--- src/sv/mpsa_pkg.sv ---
// shared constants and types of the multi-pool slot allocator
package mpsa_pkg;

  // pool geometry
  localparam int POOL_DEPTH = 64;
  localparam int POOL_COUNT = 4;

  // request and result field widths
  localparam int POOL_W   = 2;
  localparam int SLOT_W   = 6;
  localparam int IN_USE_W = 7;

  // internal widths that follow from the geometry
  localparam int IDX_W  = $clog2(POOL_DEPTH);
  localparam int CNT_W  = $clog2(POOL_DEPTH + 1);
  localparam int PIDX_W = (POOL_COUNT > 1) ? $clog2(POOL_COUNT) : 1;

  // free-slot search runs over groups of eight bits
  localparam int GRP_SIZE  = 8;
  localparam int LOW_W     = $clog2(GRP_SIZE);
  localparam int GRP_COUNT = (POOL_DEPTH + GRP_SIZE - 1) / GRP_SIZE;
  localparam int PAD_W     = GRP_COUNT * GRP_SIZE;
  localparam int GIDX_W    = $clog2(PAD_W);

  // request kinds
  localparam logic REQ_ALLOC = 1'b0;
  localparam logic REQ_FREE  = 1'b1;

  // commands from the controller to the datapath
  typedef struct packed {
    logic accept;  // capture the incoming request
    logic scan;    // register the per-group free-slot summary
    logic commit;  // update pool state and load the result register
  } ctrl_cmd_t;

endpackage

--- src/sv/mpsa_ctrl.sv ---
// sequencing controller of the multi-pool slot allocator
module mpsa_ctrl (
  input  logic               clk_i,
  input  logic               rst_ni,
  input  logic               in_valid_i,
  output logic               in_stall_o,
  output logic               out_valid_o,
  input  logic               out_stall_i,
  output mpsa_pkg::ctrl_cmd_t cmd_o
);

  localparam logic [1:0] ST_IDLE = 2'd0;
  localparam logic [1:0] ST_SCAN = 2'd1;
  localparam logic [1:0] ST_UPD  = 2'd2;

  logic [1:0] state_q, state_d;
  logic       out_valid_q, out_valid_d;
  logic       out_free;
  logic       commit;
  logic       accept;

  assign out_free   = !out_valid_q || !out_stall_i;
  assign commit     = (state_q == ST_UPD) && out_free;
  // a new request can enter in the same cycle that the previous one commits
  assign in_stall_o = !((state_q == ST_IDLE) || commit);
  assign accept     = in_valid_i && !in_stall_o;

  always_comb begin
    state_d = state_q;
    case (state_q)
      ST_IDLE: begin
        if (accept) state_d = ST_SCAN;
      end
      ST_SCAN: begin
        state_d = ST_UPD;
      end
      ST_UPD: begin
        if (commit) state_d = accept ? ST_SCAN : ST_IDLE;
      end
      default: begin
        state_d = ST_IDLE;
      end
    endcase
  end

  assign out_valid_d = commit || (out_valid_q && out_stall_i);

  always_ff @(posedge clk_i or negedge rst_ni) begin
    if (!rst_ni) begin
      state_q     <= ST_IDLE;
      out_valid_q <= 1'b0;
    end else begin
      state_q     <= state_d;
      out_valid_q <= out_valid_d;
    end
  end

  assign out_valid_o   = out_valid_q;
  assign cmd_o.accept  = accept;
  assign cmd_o.scan    = (state_q == ST_SCAN);
  assign cmd_o.commit  = commit;

`ifndef SYNTH
  a_accept_to_scan: assert property (@(posedge clk_i) disable iff (!rst_ni)
    accept |=> state_q == ST_SCAN)
    else $error("accepted request did not start a scan");

  a_scan_to_upd: assert property (@(posedge clk_i) disable iff (!rst_ni)
    state_q == ST_SCAN |=> state_q == ST_UPD)
    else $error("scan not followed by update");

  a_commit_loads_result: assert property (@(posedge clk_i) disable iff (!rst_ni)
    commit |=> out_valid_q)
    else $error("committed request left no result");
`endif

endmodule

--- src/sv/mpsa_datapath.sv ---
// pool bitmaps, counts, free-slot search and result register
module mpsa_datapath (
  input  logic                            clk_i,
  input  logic                            rst_ni,
  input  mpsa_pkg::ctrl_cmd_t             cmd_i,
  input  logic                            req_type_i,
  input  logic [mpsa_pkg::POOL_W-1:0]     pool_i,
  input  logic [mpsa_pkg::SLOT_W-1:0]     slot_in_i,
  output logic                            ok_o,
  output logic [mpsa_pkg::SLOT_W-1:0]     slot_out_o,
  output logic [mpsa_pkg::IN_USE_W-1:0]   in_use_o
);

  // pool state
  logic [mpsa_pkg::POOL_DEPTH-1:0] map_q [mpsa_pkg::POOL_COUNT];
  logic [mpsa_pkg::CNT_W-1:0]      cnt_q [mpsa_pkg::POOL_COUNT];

  // captured request
  logic                          req_type_q;
  logic [mpsa_pkg::POOL_W-1:0]   pool_q;
  logic [mpsa_pkg::SLOT_W-1:0]   slot_q;

  // per-group search summary
  logic [mpsa_pkg::GRP_COUNT-1:0] grp_any_d, grp_any_q;
  logic [mpsa_pkg::LOW_W-1:0]     grp_low_d [mpsa_pkg::GRP_COUNT];
  logic [mpsa_pkg::LOW_W-1:0]     grp_low_q [mpsa_pkg::GRP_COUNT];

  // result register
  logic                          ok_q, ok_d;
  logic [mpsa_pkg::SLOT_W-1:0]   slot_out_q, slot_out_d;
  logic [mpsa_pkg::IN_USE_W-1:0] in_use_q, in_use_d;

  logic                            pool_ok;
  logic [mpsa_pkg::PIDX_W-1:0]     pool_idx;
  logic [mpsa_pkg::POOL_DEPTH-1:0] map_sel;
  logic [mpsa_pkg::CNT_W-1:0]      cnt_sel;
  logic [mpsa_pkg::PAD_W-1:0]      free_pad;
  logic                            found;
  logic [mpsa_pkg::GIDX_W-1:0]     grant_pad;
  logic [mpsa_pkg::IDX_W-1:0]      grant_idx;
  logic                            slot_ok;
  logic [mpsa_pkg::IDX_W-1:0]      slot_idx;
  logic                            free_hit;
  logic                            upd_en;
  logic [mpsa_pkg::POOL_DEPTH-1:0] map_new;
  logic [mpsa_pkg::CNT_W-1:0]      cnt_new;

  assign pool_ok  = int'(pool_q) < mpsa_pkg::POOL_COUNT;
  assign pool_idx = mpsa_pkg::PIDX_W'(pool_q);
  assign map_sel  = map_q[pool_idx];
  assign cnt_sel  = cnt_q[pool_idx];
  assign slot_ok  = int'(slot_q) < mpsa_pkg::POOL_DEPTH;
  assign slot_idx = mpsa_pkg::IDX_W'(slot_q);
  assign free_hit = slot_ok && map_sel[slot_idx];

  // first stage: lowest free bit inside each group, padding counts as used
  always_comb begin
    free_pad = '0;
    free_pad[mpsa_pkg::POOL_DEPTH-1:0] = ~map_sel;
    for (int g = 0; g < mpsa_pkg::GRP_COUNT; g++) begin
      grp_any_d[g] = |free_pad[g*mpsa_pkg::GRP_SIZE +: mpsa_pkg::GRP_SIZE];
      grp_low_d[g] = '0;
      for (int k = mpsa_pkg::GRP_SIZE - 1; k >= 0; k--) begin
        if (free_pad[g*mpsa_pkg::GRP_SIZE + k]) grp_low_d[g] = mpsa_pkg::LOW_W'(k);
      end
    end
  end

  // second stage: lowest group that has a free bit
  always_comb begin
    found     = 1'b0;
    grant_pad = '0;
    for (int g = mpsa_pkg::GRP_COUNT - 1; g >= 0; g--) begin
      if (grp_any_q[g]) begin
        found     = 1'b1;
        grant_pad = mpsa_pkg::GIDX_W'(g * mpsa_pkg::GRP_SIZE + int'(grp_low_q[g]));
      end
    end
  end

  assign grant_idx = mpsa_pkg::IDX_W'(grant_pad);

  always_comb begin
    map_new    = map_sel;
    cnt_new    = cnt_sel;
    upd_en     = 1'b0;
    ok_d       = 1'b0;
    slot_out_d = '0;
    in_use_d   = '0;
    if (pool_ok) begin
      if (req_type_q == mpsa_pkg::REQ_ALLOC) begin
        if (found) begin
          map_new[grant_idx] = 1'b1;
          cnt_new            = cnt_sel + 1'b1;
          upd_en             = 1'b1;
          ok_d               = 1'b1;
          slot_out_d         = mpsa_pkg::SLOT_W'(grant_idx);
        end
      end else begin
        slot_out_d = slot_q;
        if (free_hit) begin
          map_new[slot_idx] = 1'b0;
          if (cnt_sel != '0) cnt_new = cnt_sel - 1'b1;
          upd_en = 1'b1;
          ok_d   = 1'b1;
        end
      end
      in_use_d = mpsa_pkg::IN_USE_W'(cnt_new);
    end
  end

  always_ff @(posedge clk_i or negedge rst_ni) begin
    if (!rst_ni) begin
      for (int p = 0; p < mpsa_pkg::POOL_COUNT; p++) begin
        map_q[p] <= '0;
        cnt_q[p] <= '0;
      end
    end else if (cmd_i.commit && upd_en) begin
      map_q[pool_idx] <= map_new;
      cnt_q[pool_idx] <= cnt_new;
    end
  end

  always_ff @(posedge clk_i) begin
    if (cmd_i.accept) begin
      req_type_q <= req_type_i;
      pool_q     <= pool_i;
      slot_q     <= slot_in_i;
    end
    if (cmd_i.scan) begin
      grp_any_q <= grp_any_d;
      for (int g = 0; g < mpsa_pkg::GRP_COUNT; g++) grp_low_q[g] <= grp_low_d[g];
    end
    if (cmd_i.commit) begin
      ok_q       <= ok_d;
      slot_out_q <= slot_out_d;
      in_use_q   <= in_use_d;
    end
  end

  assign ok_o       = ok_q;
  assign slot_out_o = slot_out_q;
  assign in_use_o   = in_use_q;

`ifndef SYNTH
  for (genvar p = 0; p < mpsa_pkg::POOL_COUNT; p++) begin : g_chk
    a_count_matches_map: assert property (@(posedge clk_i) disable iff (!rst_ni)
      int'(cnt_q[p]) == $countones(map_q[p]))
      else $error("pool count does not match its bitmap");
  end

  a_grant_was_free: assert property (@(posedge clk_i) disable iff (!rst_ni)
    cmd_i.commit && pool_ok && req_type_q == mpsa_pkg::REQ_ALLOC && found
    |-> !map_sel[grant_idx])
    else $error("granted slot already in use");
`endif

endmodule

--- src/sv/multi_pool_slot_allocator_unit.sv ---
// top level of the multi-pool slot allocator
// Keeps four pools of 64 slots, each with a usage bitmap and a count of the
// slots in use. An allocate request (req_type 0) grants the lowest free slot
// of the named pool and returns it with the new count; on a full pool ok is 0,
// slot_out is 0 and in_use is the unchanged count. A free request (req_type 1)
// releases slot_in; if that slot is not in use nothing changes and ok is 0.
// Every request gives exactly one result, in order. Each request is first
// captured; next the free-slot summary of eight-bit groups is registered
// from the pool bitmap; last the lowest group is picked and bitmap, count
// and the result register are updated. A new request is taken in the cycle
// the previous one commits, and not before; a stalled result holds the
// block at the commit step. Reset clears all bitmaps and counts at once, no
// clearing pass.
module multi_pool_slot_allocator_unit (
  input  logic                          clk_i,
  input  logic                          rst_ni,
  // request channel
  input  logic                          in_valid_i,
  output logic                          in_stall_o,
  input  logic                          req_type_i,
  input  logic [mpsa_pkg::POOL_W-1:0]   pool_i,
  input  logic [mpsa_pkg::SLOT_W-1:0]   slot_in_i,
  // result channel
  output logic                          out_valid_o,
  input  logic                          out_stall_i,
  output logic                          ok_o,
  output logic [mpsa_pkg::SLOT_W-1:0]   slot_out_o,
  output logic [mpsa_pkg::IN_USE_W-1:0] in_use_o
);

  // commands from sequencer to datapath
  mpsa_pkg::ctrl_cmd_t cmd;

  // sequencer: accept, scan, commit
  mpsa_ctrl u_ctrl (
    .clk_i       (clk_i),
    .rst_ni      (rst_ni),
    .in_valid_i  (in_valid_i),
    .in_stall_o  (in_stall_o),
    .out_valid_o (out_valid_o),
    .out_stall_i (out_stall_i),
    .cmd_o       (cmd)
  );

  // pool state, slot search and result register
  mpsa_datapath u_datapath (
    .clk_i      (clk_i),
    .rst_ni     (rst_ni),
    .cmd_i      (cmd),
    .req_type_i (req_type_i),
    .pool_i     (pool_i),
    .slot_in_i  (slot_in_i),
    .ok_o       (ok_o),
    .slot_out_o (slot_out_o),
    .in_use_o   (in_use_o)
  );

endmodule

--- config.mk ---
export PLATFORM = sky130hd
export DESIGN_NAME = multi_pool_slot_allocator_unit
export DESIGN_NICKNAME = d
export VERILOG_FILES = /design/src/sv/mpsa_pkg.sv /design/src/sv/mpsa_ctrl.sv /design/src/sv/mpsa_datapath.sv /design/src/sv/multi_pool_slot_allocator_unit.sv
export SDC_FILE = /design/constraint.sdc
export NUM_CORES = 1
export LEC_CHECK = 0
export ABC_AREA = 1
export BUFFER_PORTS_ARGS = -buffer_cell sky130_fd_sc_hd__buf_2
export CORE_MARGIN = 10
export CORE_UTILIZATION = 45
export DETAILED_ROUTE_END_ITERATION = 8
export PLACE_DENSITY = 0.58
export SLEW_MARGIN = 40
export SYNTH_ARGS = -nofsm -noshare
export SYNTH_HDL_FRONTEND = slang
export SYNTH_SLANG_ARGS = --single-unit
--- constraint.sdc ---
create_clock -name clk_i -period 3.4 [get_ports clk_i]
set_input_delay 0 -clock clk_i [delete_from_list [all_inputs] [get_ports clk_i]]
set_output_delay 0 -clock clk_i [all_outputs]
set_load 0.05 [all_outputs]
---- Word-level counts from Yosys, hierarchy flattened ----
Memories as Yosys holds them, arrays and structs flattened.
Cells that the tools add are included.
word-level totals
  output and inout port bits .............. 16
  input port bits ......................... 13
  logic and storage cells ................. 182
  flip-flop bits (word level) ............. 318
  memories kept ........................... 1
  ROM bits ................................ 0
  bits in latches ......................... 0
  bits in writable memories ............... 24
operators by class
  divide/modulo/power cells ............... 0
  mux-type cells .......................... 116
  bitwise gates (word level) .............. 5
  equal/unequal tests ..................... 4
  shift operators ......................... 0
  magnitude comparators ................... 6
  add/sub/neg operators ................... 9
  reductions and logical operators ........ 24
  multiply operators ...................... 0
memories
  memory                words  width  rd ports  clocked after memory_dff  wr ports  RTL line             RTL
  u_datapath.grp_low_q  8      3      8         0                         8         mpsa_datapath.sv:26  logic [mpsa_pkg::LOW_W-1:0] grp_low_q [mpsa_pkg::GRP_COUNT];
operators by type and width
  kind                 number
  $mux 64              6
  $bwmux 256           1
  $mux 3               64
  $bmux 64 s2          1
  $demux 64 s2         1
  $not 64->64          2
  $and 64x64->64       1
  $or 64x64->64        1
  $reduce_or 8->1      8
  $mux 6               10
  $mux 7               7
  $bwmux 28            1
  $add 6x3->6 const A  4
  $mux 1               17
  $bmux 7 s2           1
  $demux 7 s2          1
  $lt 6x7->1 const B   2
  $add 5x3->6 const A  2
  $demux 1 s6          2
  $ge 6x1->1 const B   2
  $add 7x1->7 const B  1
  $logic_and 1x1->1    7
  $reduce_bool 7->1    1
  $sub 7x1->7 const B  1
  other kinds (14)     20

---- Depth between registers and ports, before layout ----
Gate-level depths: netlist of the first run.
An unclocked memory read counts as a cell.
  word-level depth ........................ 18
  depth in mapped cells ................... 24
  depth with buffers taken out ............ 19

---- By module ----
Synthesis of the first run repeated with hierarchy kept, for this count alone.
unflattened totals
  cells, all modules ...................... 2824
  area, all modules ....................... 19268.5 sq um
modules (own cells, without submodules)
  module         cells each  sequential area each (sq um)  times used  area an instance (sq um)
  mpsa_datapath  2804        8758.4                        1           19112.1
  mpsa_ctrl      20          75.1                          1           156.4

---- Worst setup path after synthesis of the first run ----
No wires, ideal clock.
  path kind ............................... flip-flop to flip-flop
  start ................................... register u_ctrl.out_valid_q, in the netlist u_ctrl.out_valid_o
  end ..................................... register u_datapath.pool_q (netlist bit u_datapath.pool_idx[0]), enable pin
  stages on the path, launching flop included .. 4
  path buffers ............................ 0
  clock period less this slack ............ 2783 ps
  setup time .............................. 380 ps
  setup slack ............................. 617 ps
  arrival time ............................ 2403 ps
  required time ........................... 3020 ps
  path through ............................ dfrtp_1 nand2_1 o21ai_0 nor2_1
between the ends
  word-level cells in the longest chain between the ends .. 5
ends and longest elaborated chain
  item                      RTL line              RTL
  start: declaration        mpsa_ctrl.sv:17       logic out_valid_q, out_valid_d;
  start signal: assignment  mpsa_ctrl.sv:54       out_valid_q <= out_valid_d;
  $logic_not 1->1           mpsa_ctrl.sv:22       assign out_free = !out_valid_q || !out_stall_i;
  $logic_or 1x1->1          mpsa_ctrl.sv:22
  $logic_and 1x1->1         mpsa_ctrl.sv:23       assign commit = (state_q == ST_UPD) && out_free;
  $logic_or 1x1->1          mpsa_ctrl.sv:25       assign in_stall_o = !((state_q == ST_IDLE) || commit);
  $logic_and 1x1->1         mpsa_ctrl.sv:26       assign accept = in_valid_i && !in_stall_o;
  via u_ctrl.accept         mpsa_ctrl.sv:20       logic accept;
  end signal: assignment    mpsa_datapath.sv:127  pool_q <= pool_i;
  end: declaration          mpsa_datapath.sv:20   logic [mpsa_pkg::POOL_W-1:0] pool_q;
The timed path passes the listed nets, and every way through them passes these cells.
A chain may end at the register's enable or synchronous reset.

---- Final worst setup path of the first run ----
  start ................................... register u_datapath.pool_q (netlist bit u_datapath.pool_idx[0])
  end ..................................... register u_datapath.map_q[110] (netlist name)
between the ends
  word-level cells in the longest chain between the ends .. 9
  elaborated cells between the ends (all ways) .. 20
  classes of those cells .................. order compare: 2; mux: 13; bitwise: 3; reduce/logical: 2
ends and longest elaborated chain
  item                                        RTL line              RTL
  $not 2->3 (not written as such)             mpsa_datapath.sv:50   assign map_sel = map_q[pool_idx];
  $bmux 64 s2                                 mpsa_datapath.sv:50
  $mux 64 (not written as such) (2 in a row)  mpsa_datapath.sv:50
  $bmux 1 s6                                  mpsa_datapath.sv:54   assign free_hit = slot_ok && map_sel[slot_idx];
  $mux 1 (not written as such)                mpsa_datapath.sv:54
  $mux 1 (2 in a row)                         -
  via u_datapath.ok_d                         mpsa_datapath.sv:29   logic ok_q, ok_d;
  $logic_and 1x1->1                           mpsa_datapath.sv:118  end else if (cmd_i.commit && upd_en) begin
  end signal: indexed assignment              mpsa_datapath.sv:119  map_q[pool_idx] <= map_new;
  end: declaration                            mpsa_datapath.sv:15   logic [mpsa_pkg::POOL_DEPTH-1:0] map_q [mpsa_pkg::POOL_COUNT];
The timed path passes the listed nets, and every way through them passes these cells. The select of a mux whose other input is x is not followed.

==> qor.yml, run 1 <==
holdCritPathClass: "input pin to async pin"
finalPower_w: 0.0100
fin_cells: 3482
cts_buffer_depth: 3
synth.most_common_cell: "nand2_1"
power_frac_seq: 0.438
place_congestion: 0.925
internal_power_w: 0.00730
grt_pass1_wl_um: 100000
chipHeight_um: 226
finalNetCount: 2929
dieArea_sq_mm: 0.0510
tightest_slew_ns: 0.805
whs_ns: -0.00190
fmax_mhz: 315
syn_nets: 2869
finClkSkew_ns: 0.0377
netlist_area_sq_mm: 0.0191
synth_top_area_cell: "dfrtp_1"
status: "finished with violations"
cts_buffers: 42
cp.required_ns: 3.88
yosysTopAreaCellShare: 0.377
antenna_cells: 0
dpl.hpwl_um: 40600
globalRouteTotalUtil: 0.248
yosys_warnings: 0
multi_input_area_sq_mm: 0.00918
dp_cells: 3396
drv_slew: 0
crit_path_max_fanout: 59
combPwrFrac: 0.114
vias: 18300
p_clk_frac: 0.448
relSlewSlack: 0.463
ant_nets: 0
fin_setup_tns_ns: 0
setup_viol_count_final: 0
std_cell_rows: 75
drc: 0
syn2layout_area_growth_pct: 15.3
fin_ws_ns: 0.223
htreeDepth: 2
hold_violations: 1
grt_max_degree: 91
path_clk_slew_ns: 0.06
drt_pass1_iterations: 7
power.leakage_nw: 12.0
root_buffer: "clkbuf_16"
synthCells: 2854
initialDrtViolationCount: 1770
ys_top_cells_by_count: "1,872 x nand2_1, 287 x dfrtp_1, 120 x nand3_1"
power.density_mw_per_mm2: 456
wl_per_cell_um: 18.1
switchingPower_w: 0.00272
synth-seq-area-share: 0.464
cts_setup_buffers: 0
switching_share: 0.271
wl_met1_um: 28300
finalCriticalPeriod_ns: 3.18
async_flop_share: 0.839
drive_above_1_share: 0.0822
cts.sinks: 342
synth-main-ff-cell: "dfrtp_1"
avgSynthCellArea_sq_um: 6.68
path_class: "flip-flop to flip-flop"
critPathLaunchType: "flip-flop"
first_global_vias: 17600
synth_seq_cells: 342
fillCellCount: 4103
wl_met2_um: 27800
dr.max_layer_used: "met5"
start_util: 0.454
dr_wl_met3_um: 5050
ioPinCount: 29
rsz0062_at_grt: "yes"
portBuffers: 28
synthTopCellsByArea: "dfrtp_1 38%, nand2_1 37%, edfxtp_1 8.7%"
clock_latency_ns: 0.58
die_w_um: 226
tritoncts: "done"
ff_latch_area_sq_mm: 0.00883
irDropWorstVdd_uv: 403
ys_types: 38
wl_um: 62900
cap_viol_max_count: 0
fin_crit_sh: 0.934
worst_setup_path_end_kind: "flip-flop"
cp.arrival_ns: 3.66
failed_checks: "negative hold slack"
synth_edf_count: 55
antenna_found_initial: 1
drt-vias-per-instance: 5.26
coreArea_sq_mm: 0.0419
pre_cts_ws_ns: 0.0694
gr-total-overflow: 0
final timing paths:
kind,start,endpoint,cells past startpoint,slack (ns)
worst max-delay path,u_datapath.pool_idx[0],u_datapath.map_q[110],21,0.22
worst min-delay path,rst_ni,u_datapath.map_q[140],2,-0.002
worst max register to register,u_datapath.pool_idx[0],u_datapath.map_q[110],21,0.22
worst min register to register,u_datapath.map_q[104],u_datapath.map_q[104],2,0.48
max in group asynchronous,rst_ni,u_datapath.map_q[164],3,2.41
min in group clk_i,slot_in_i[1],u_datapath.slot_idx[1],2,0.14
power by group through the flow:
stage                     clock [W]  combinational, W  sequential (W)
after global placement            0           0.00109         0.00446
after floorplan                   0          0.000582         0.00448
after global routing        0.00475           0.00125         0.00440
final                       0.00449           0.00114         0.00438
after CTS                   0.00457           0.00113         0.00438
after detailed placement          0           0.00111         0.00446
through the flow:
step                      utilization  instance area (sq um)
after floorplan                     -                  19100
after global routing            0.524                  22000
after global placement          0.487                  20400
after CTS                       0.523                  21900
final                           0.524                  22000
after detailed placement        0.488                  20500
worst max-delay path: stages, from the launching register on:
cell	delay [ns]
edfxtp_1	0.50
inv_4	0.11
buf_12	0.21
nand2_1	0.09
nand2_1	0.05
nand2_1	0.06
nand2_1	0.08
nand2_1	0.07
nand2_1	0.06
nor2_1	0.20
nand2_1	0.09
nand2_1	0.14
nand2_1	0.11
nor2_4	0.24
nand2_4	0.09
nand2_4	0.10
nand2_8	0.05
buf_4	0.19
nand3_4	0.08
buf_12	0.33
nand2_1	0.09
nand2_1	0.09
what timing repair did:
action                                 4_1_cts  5_1_grt
endpoints found under the hold margin      116        0
setup endpoints to repair                    0      218
gates resized for setup                      0        8
hold buffers                                13        0
flip-flops by register name, indices dropped and copies added (netlist names):
register               cells
u_datapath.grp_low_q      24
u_datapath.ok_o            1
u_datapath.in_use_o        7
u_datapath.req_type_q      1
u_datapath.slot_idx        6
u_datapath.grp_any_q       8
u_ctrl.state_q             2
u_datapath.cnt_q          28
u_ctrl.out_valid_o         1
u_datapath.slot_out_o      6
u_datapath.pool_idx        2
u_datapath.map_q         256
cells by family (layout without fill, tap and decap cells):
family                   Yosys count  after routing  synth area share
adder cells (fa/ha/maj)            2              2           0.00131
AND/OR/NAND/NOR                 2148           2148             0.441
flip-flops                       342            342             0.464
AO/OA/AOI/OAI                    114            114            0.0328
XOR/XNOR                           1              1          0.000460
buffers and inverters            247            336            0.0607
metal layers:
layer,up-vias,track usage
met2,725,0.381
met1,8557,0.346
met4,2,0.0861
met3,118,0.0432
met5,-,0
li1,8905,-
cell type report:
class | instances | share of cell area
clock buffers | 56 | 0.0526
clock inverters | 17 | 0.00883
inverters | 105 | 0.0181
multi-input cells | 2265 | 0.418
flip-flops and latches | 342 | 0.402
well taps | 539 | 0.0307
repair buffers | 158 | 0.0696
layout by cell type (no fill, tap or decap), drive strengths merged, types with 32 or more instances in the layout:
master	n
nand2	1876
dfrtp	287
buf	145
nand3	120
inv	105
nor2	94
o21ai	56
clkbuf	56
edfxtp	55
a21oi	32
nor3	32
Note: power is estimated with default switching activity, not from simulation.
==> run 2: changes to the inputs <==
--- a/config.mk
+++ b/config.mk
@@ -5,7 +5,6 @@
 export SDC_FILE = /design/constraint.sdc
 export NUM_CORES = 1
 export LEC_CHECK = 0
-export ABC_AREA = 1
 export BUFFER_PORTS_ARGS = -buffer_cell sky130_fd_sc_hd__buf_2
 export CORE_MARGIN = 10
 export CORE_UTILIZATION = 45
==> run 2 against run 1 <==
Effect of this change:
- setup slack lost 0.59 ns
- non-clock buffer count is 161 higher
- critical endpoint is now u_datapath.cnt_q[20]
- flip-flop and latch count stayed put
- die area decreased by 7.0%
- highest routed layer is now met4
- largest power group is now sequential cells
- clock power is 7.6% lower
- the run ends with negative setup slack left
==> qor.yml, run 2 <==
status: "finished with violations"
failed_checks: "negative setup slack"
ant_nets: 0
globalRouteTotalUtil: 0.227
avgSynthCellArea_sq_um: 12.0
worst_setup_path_end_kind: "flip-flop"
cp.required_ns: 3.84
critPathLaunchType: "flip-flop"
drc: 0
dieArea_sq_mm: 0.0474
synth-seq-area-share: 0.502
chipHeight_um: 218
irDropWorstVdd_uv: 253
root_buffer: "clkbuf_16"
dpl.hpwl_um: 37300
cts.sinks: 342
fmax_mhz: 265
multi_input_area_sq_mm: 0.00918
netlist_area_sq_mm: 0.0176
coreArea_sq_mm: 0.0386
synth-main-ff-cell: "dfrtp_1"
synthCells: 1465
drv_slew: 0
fillCellCount: 3059
first_global_vias: 13400
ys_types: 59
cts_buffer_depth: 3
async_flop_share: 0.839
wl_met1_um: 25900
crit_path_max_fanout: 8
yosys_warnings: 0
drive_above_1_share: 0.418
grt_pass1_wl_um: 82500
whs_ns: 0.00764
r2r-start: "u_datapath.pool_idx[0]"
dr_wl_met3_um: 4300
drt-vias-per-instance: 5.97
reg.largest.list: "u_datapath.map_q (256), u_datapath.cnt_q (28), u_datapath.grp_low_q (24)"
fin_cells: 2278
hold_violations: 0
ys_top_cells_by_count: "287 x dfrtp_1, 259 x mux2_2, 204 x mux2i_1"
grt_max_degree: 96
tightest_slew_ns: 0.948
worstRegToRegCells: 14
synth.most_common_cell: "dfrtp_1"
synth_seq_cells: 342
worst-r2r-setup-slack_ns: -0.37
wl_met2_um: 26500
relSlewSlack: 0.365
fin_crit_sh: 1.11
finalNetCount: 1747
final_common_cell: "dfrtp_1"
holdCritPathClass: "input pin to async pin"
drt_pass1_iterations: 7
dp_cells: 2146
syn2layout_area_growth_pct: 32.4
finalPower_w: 0.0100
fin_ws_ns: -0.371
cp.arrival_ns: 4.21
synth_edf_count: 55
finalCriticalPeriod_ns: 3.77
yosysTopAreaCellShare: 0.408
path_class: "flip-flop to flip-flop"
ff_latch_area_sq_mm: 0.00883
ioPinCount: 29
power.leakage_nw: 10.5
htreeDepth: 2
startpoint: "u_datapath.pool_idx[0]"
r2r_end: "u_datapath.cnt_q[20]"
dr.max_layer_used: "met4"
die_w_um: 218
start_util: 0.455
initialDrtViolationCount: 1290
rsz0062_at_grt: "yes"
finClkSkew_ns: 0.0326
antenna_found_initial: 0
vias: 13600
synth_top_area_cell: "dfrtp_1"
synthTopCellsByArea: "dfrtp_1 41%, mux2_2 17%, mux2i_1 12%"
wl_um: 58600
portBuffers: 28
clock_latency_ns: 0.58
place_congestion: 0.955
power.density_mw_per_mm2: 430
antenna_cells: 0
largest-register: "u_datapath.map_q"
std_cell_rows: 72
tritoncts: "done"
gr-total-overflow: 0
syn_nets: 1480
cap_viol_max_count: 0
wl_per_cell_um: 25.7
most-common-layout-cells: "287 x dfrtp_1, 203 x buf_4, 192 x mux2i_1"
path_clk_slew_ns: 0.06
pre_cts_ws_ns: -0.521
cts_buffers: 39
setup_viol_count_final: 290
largest_reg_flops: 256
==> run 2: where the power goes <==
part           leakage [nW]  total (W)  switching (W)  internal, W
clock network         0.618    0.00415        0.00168      0.00247
registers              4.42    0.00446      0.0000949      0.00436
logic                  5.43    0.00142       0.000798     0.000621
==> run 2: critical path, stage by stage (launching register included) <==
cell and delay, ns:
edfxtp_1 0.40, buf_6 0.15, buf_6 0.11, or4b_4 0.59, buf_12 0.17, o22ai_4 0.15
nor4_4 0.08, a211oi_2 0.28, nor4_4 0.07, mux2_4 0.33, o21ai_4 0.25, and4b_4 0.35
buf_8 0.16, clkbuf_16 0.20, mux2_4 0.31
==> run 2: cell families after synthesis <==
group	share of synthesized area
AO/OA/AOI/OAI	0.0910
XOR/XNOR	0.00249
buffers and inverters	0.0331
flip-flops	0.502
adder cells (fa/ha/maj)	0.00142
AND/OR/NAND/NOR	0.0689
multiplexers	0.301
==> run 2: worst max-delay path by stage <==
stage	to	slack (ns)
after floorplan	u_datapath.cnt_q[12]	0.02
after global placement	u_datapath.cnt_q[1]	-0.53
after detailed placement	u_datapath.map_q[66]	-0.52
after CTS	u_datapath.map_q[87]	-0.20
after global routing	u_datapath.map_q[240]	-0.43
final	u_datapath.cnt_q[20]	-0.37
==> run 2: per-layer routing <==
layer  GRT usage  vias up
met1       0.310     6982
met3      0.0465      118
met4      0.0692        0
li1            -     5982
met2       0.358      525
met5           0        -
==> run 2: area by class of cell <==
| class | instances | share of cell area |
|---|---|---|
| multi-input combinational | 991 | 0.394 |
| clock inverter | 4 | 0.00113 |
| sequential | 342 | 0.379 |
| timing repair buffer | 319 | 0.138 |
| tap | 518 | 0.0278 |
| clock buffer | 65 | 0.0531 |
| inverter | 39 | 0.00628 |
==> run 2: repair_timing <==
item / in CTS / in global routing
hold buffers: 13 / 0
pin swaps: 9 / 6
gates cloned: 5 / 14
resized for setup: 100 / 163
setup endpoints to repair: 291 / 291
hold endpoints to repair: 124 / 0
buffers inserted: 14 / 20
==> run 2: per-stage QoR <==
stage / setup TNS, ns / cell area (sq um) / utilization
after floorplan: 0 / 17600 / -
after global placement: -127.91 / 19900 / 0.516
final: -81.69 / 23300 / 0.603
after global routing: -101.95 / 23300 / 0.603
after CTS: -42.06 / 22100 / 0.573
after detailed placement: -135.01 / 20000 / 0.517
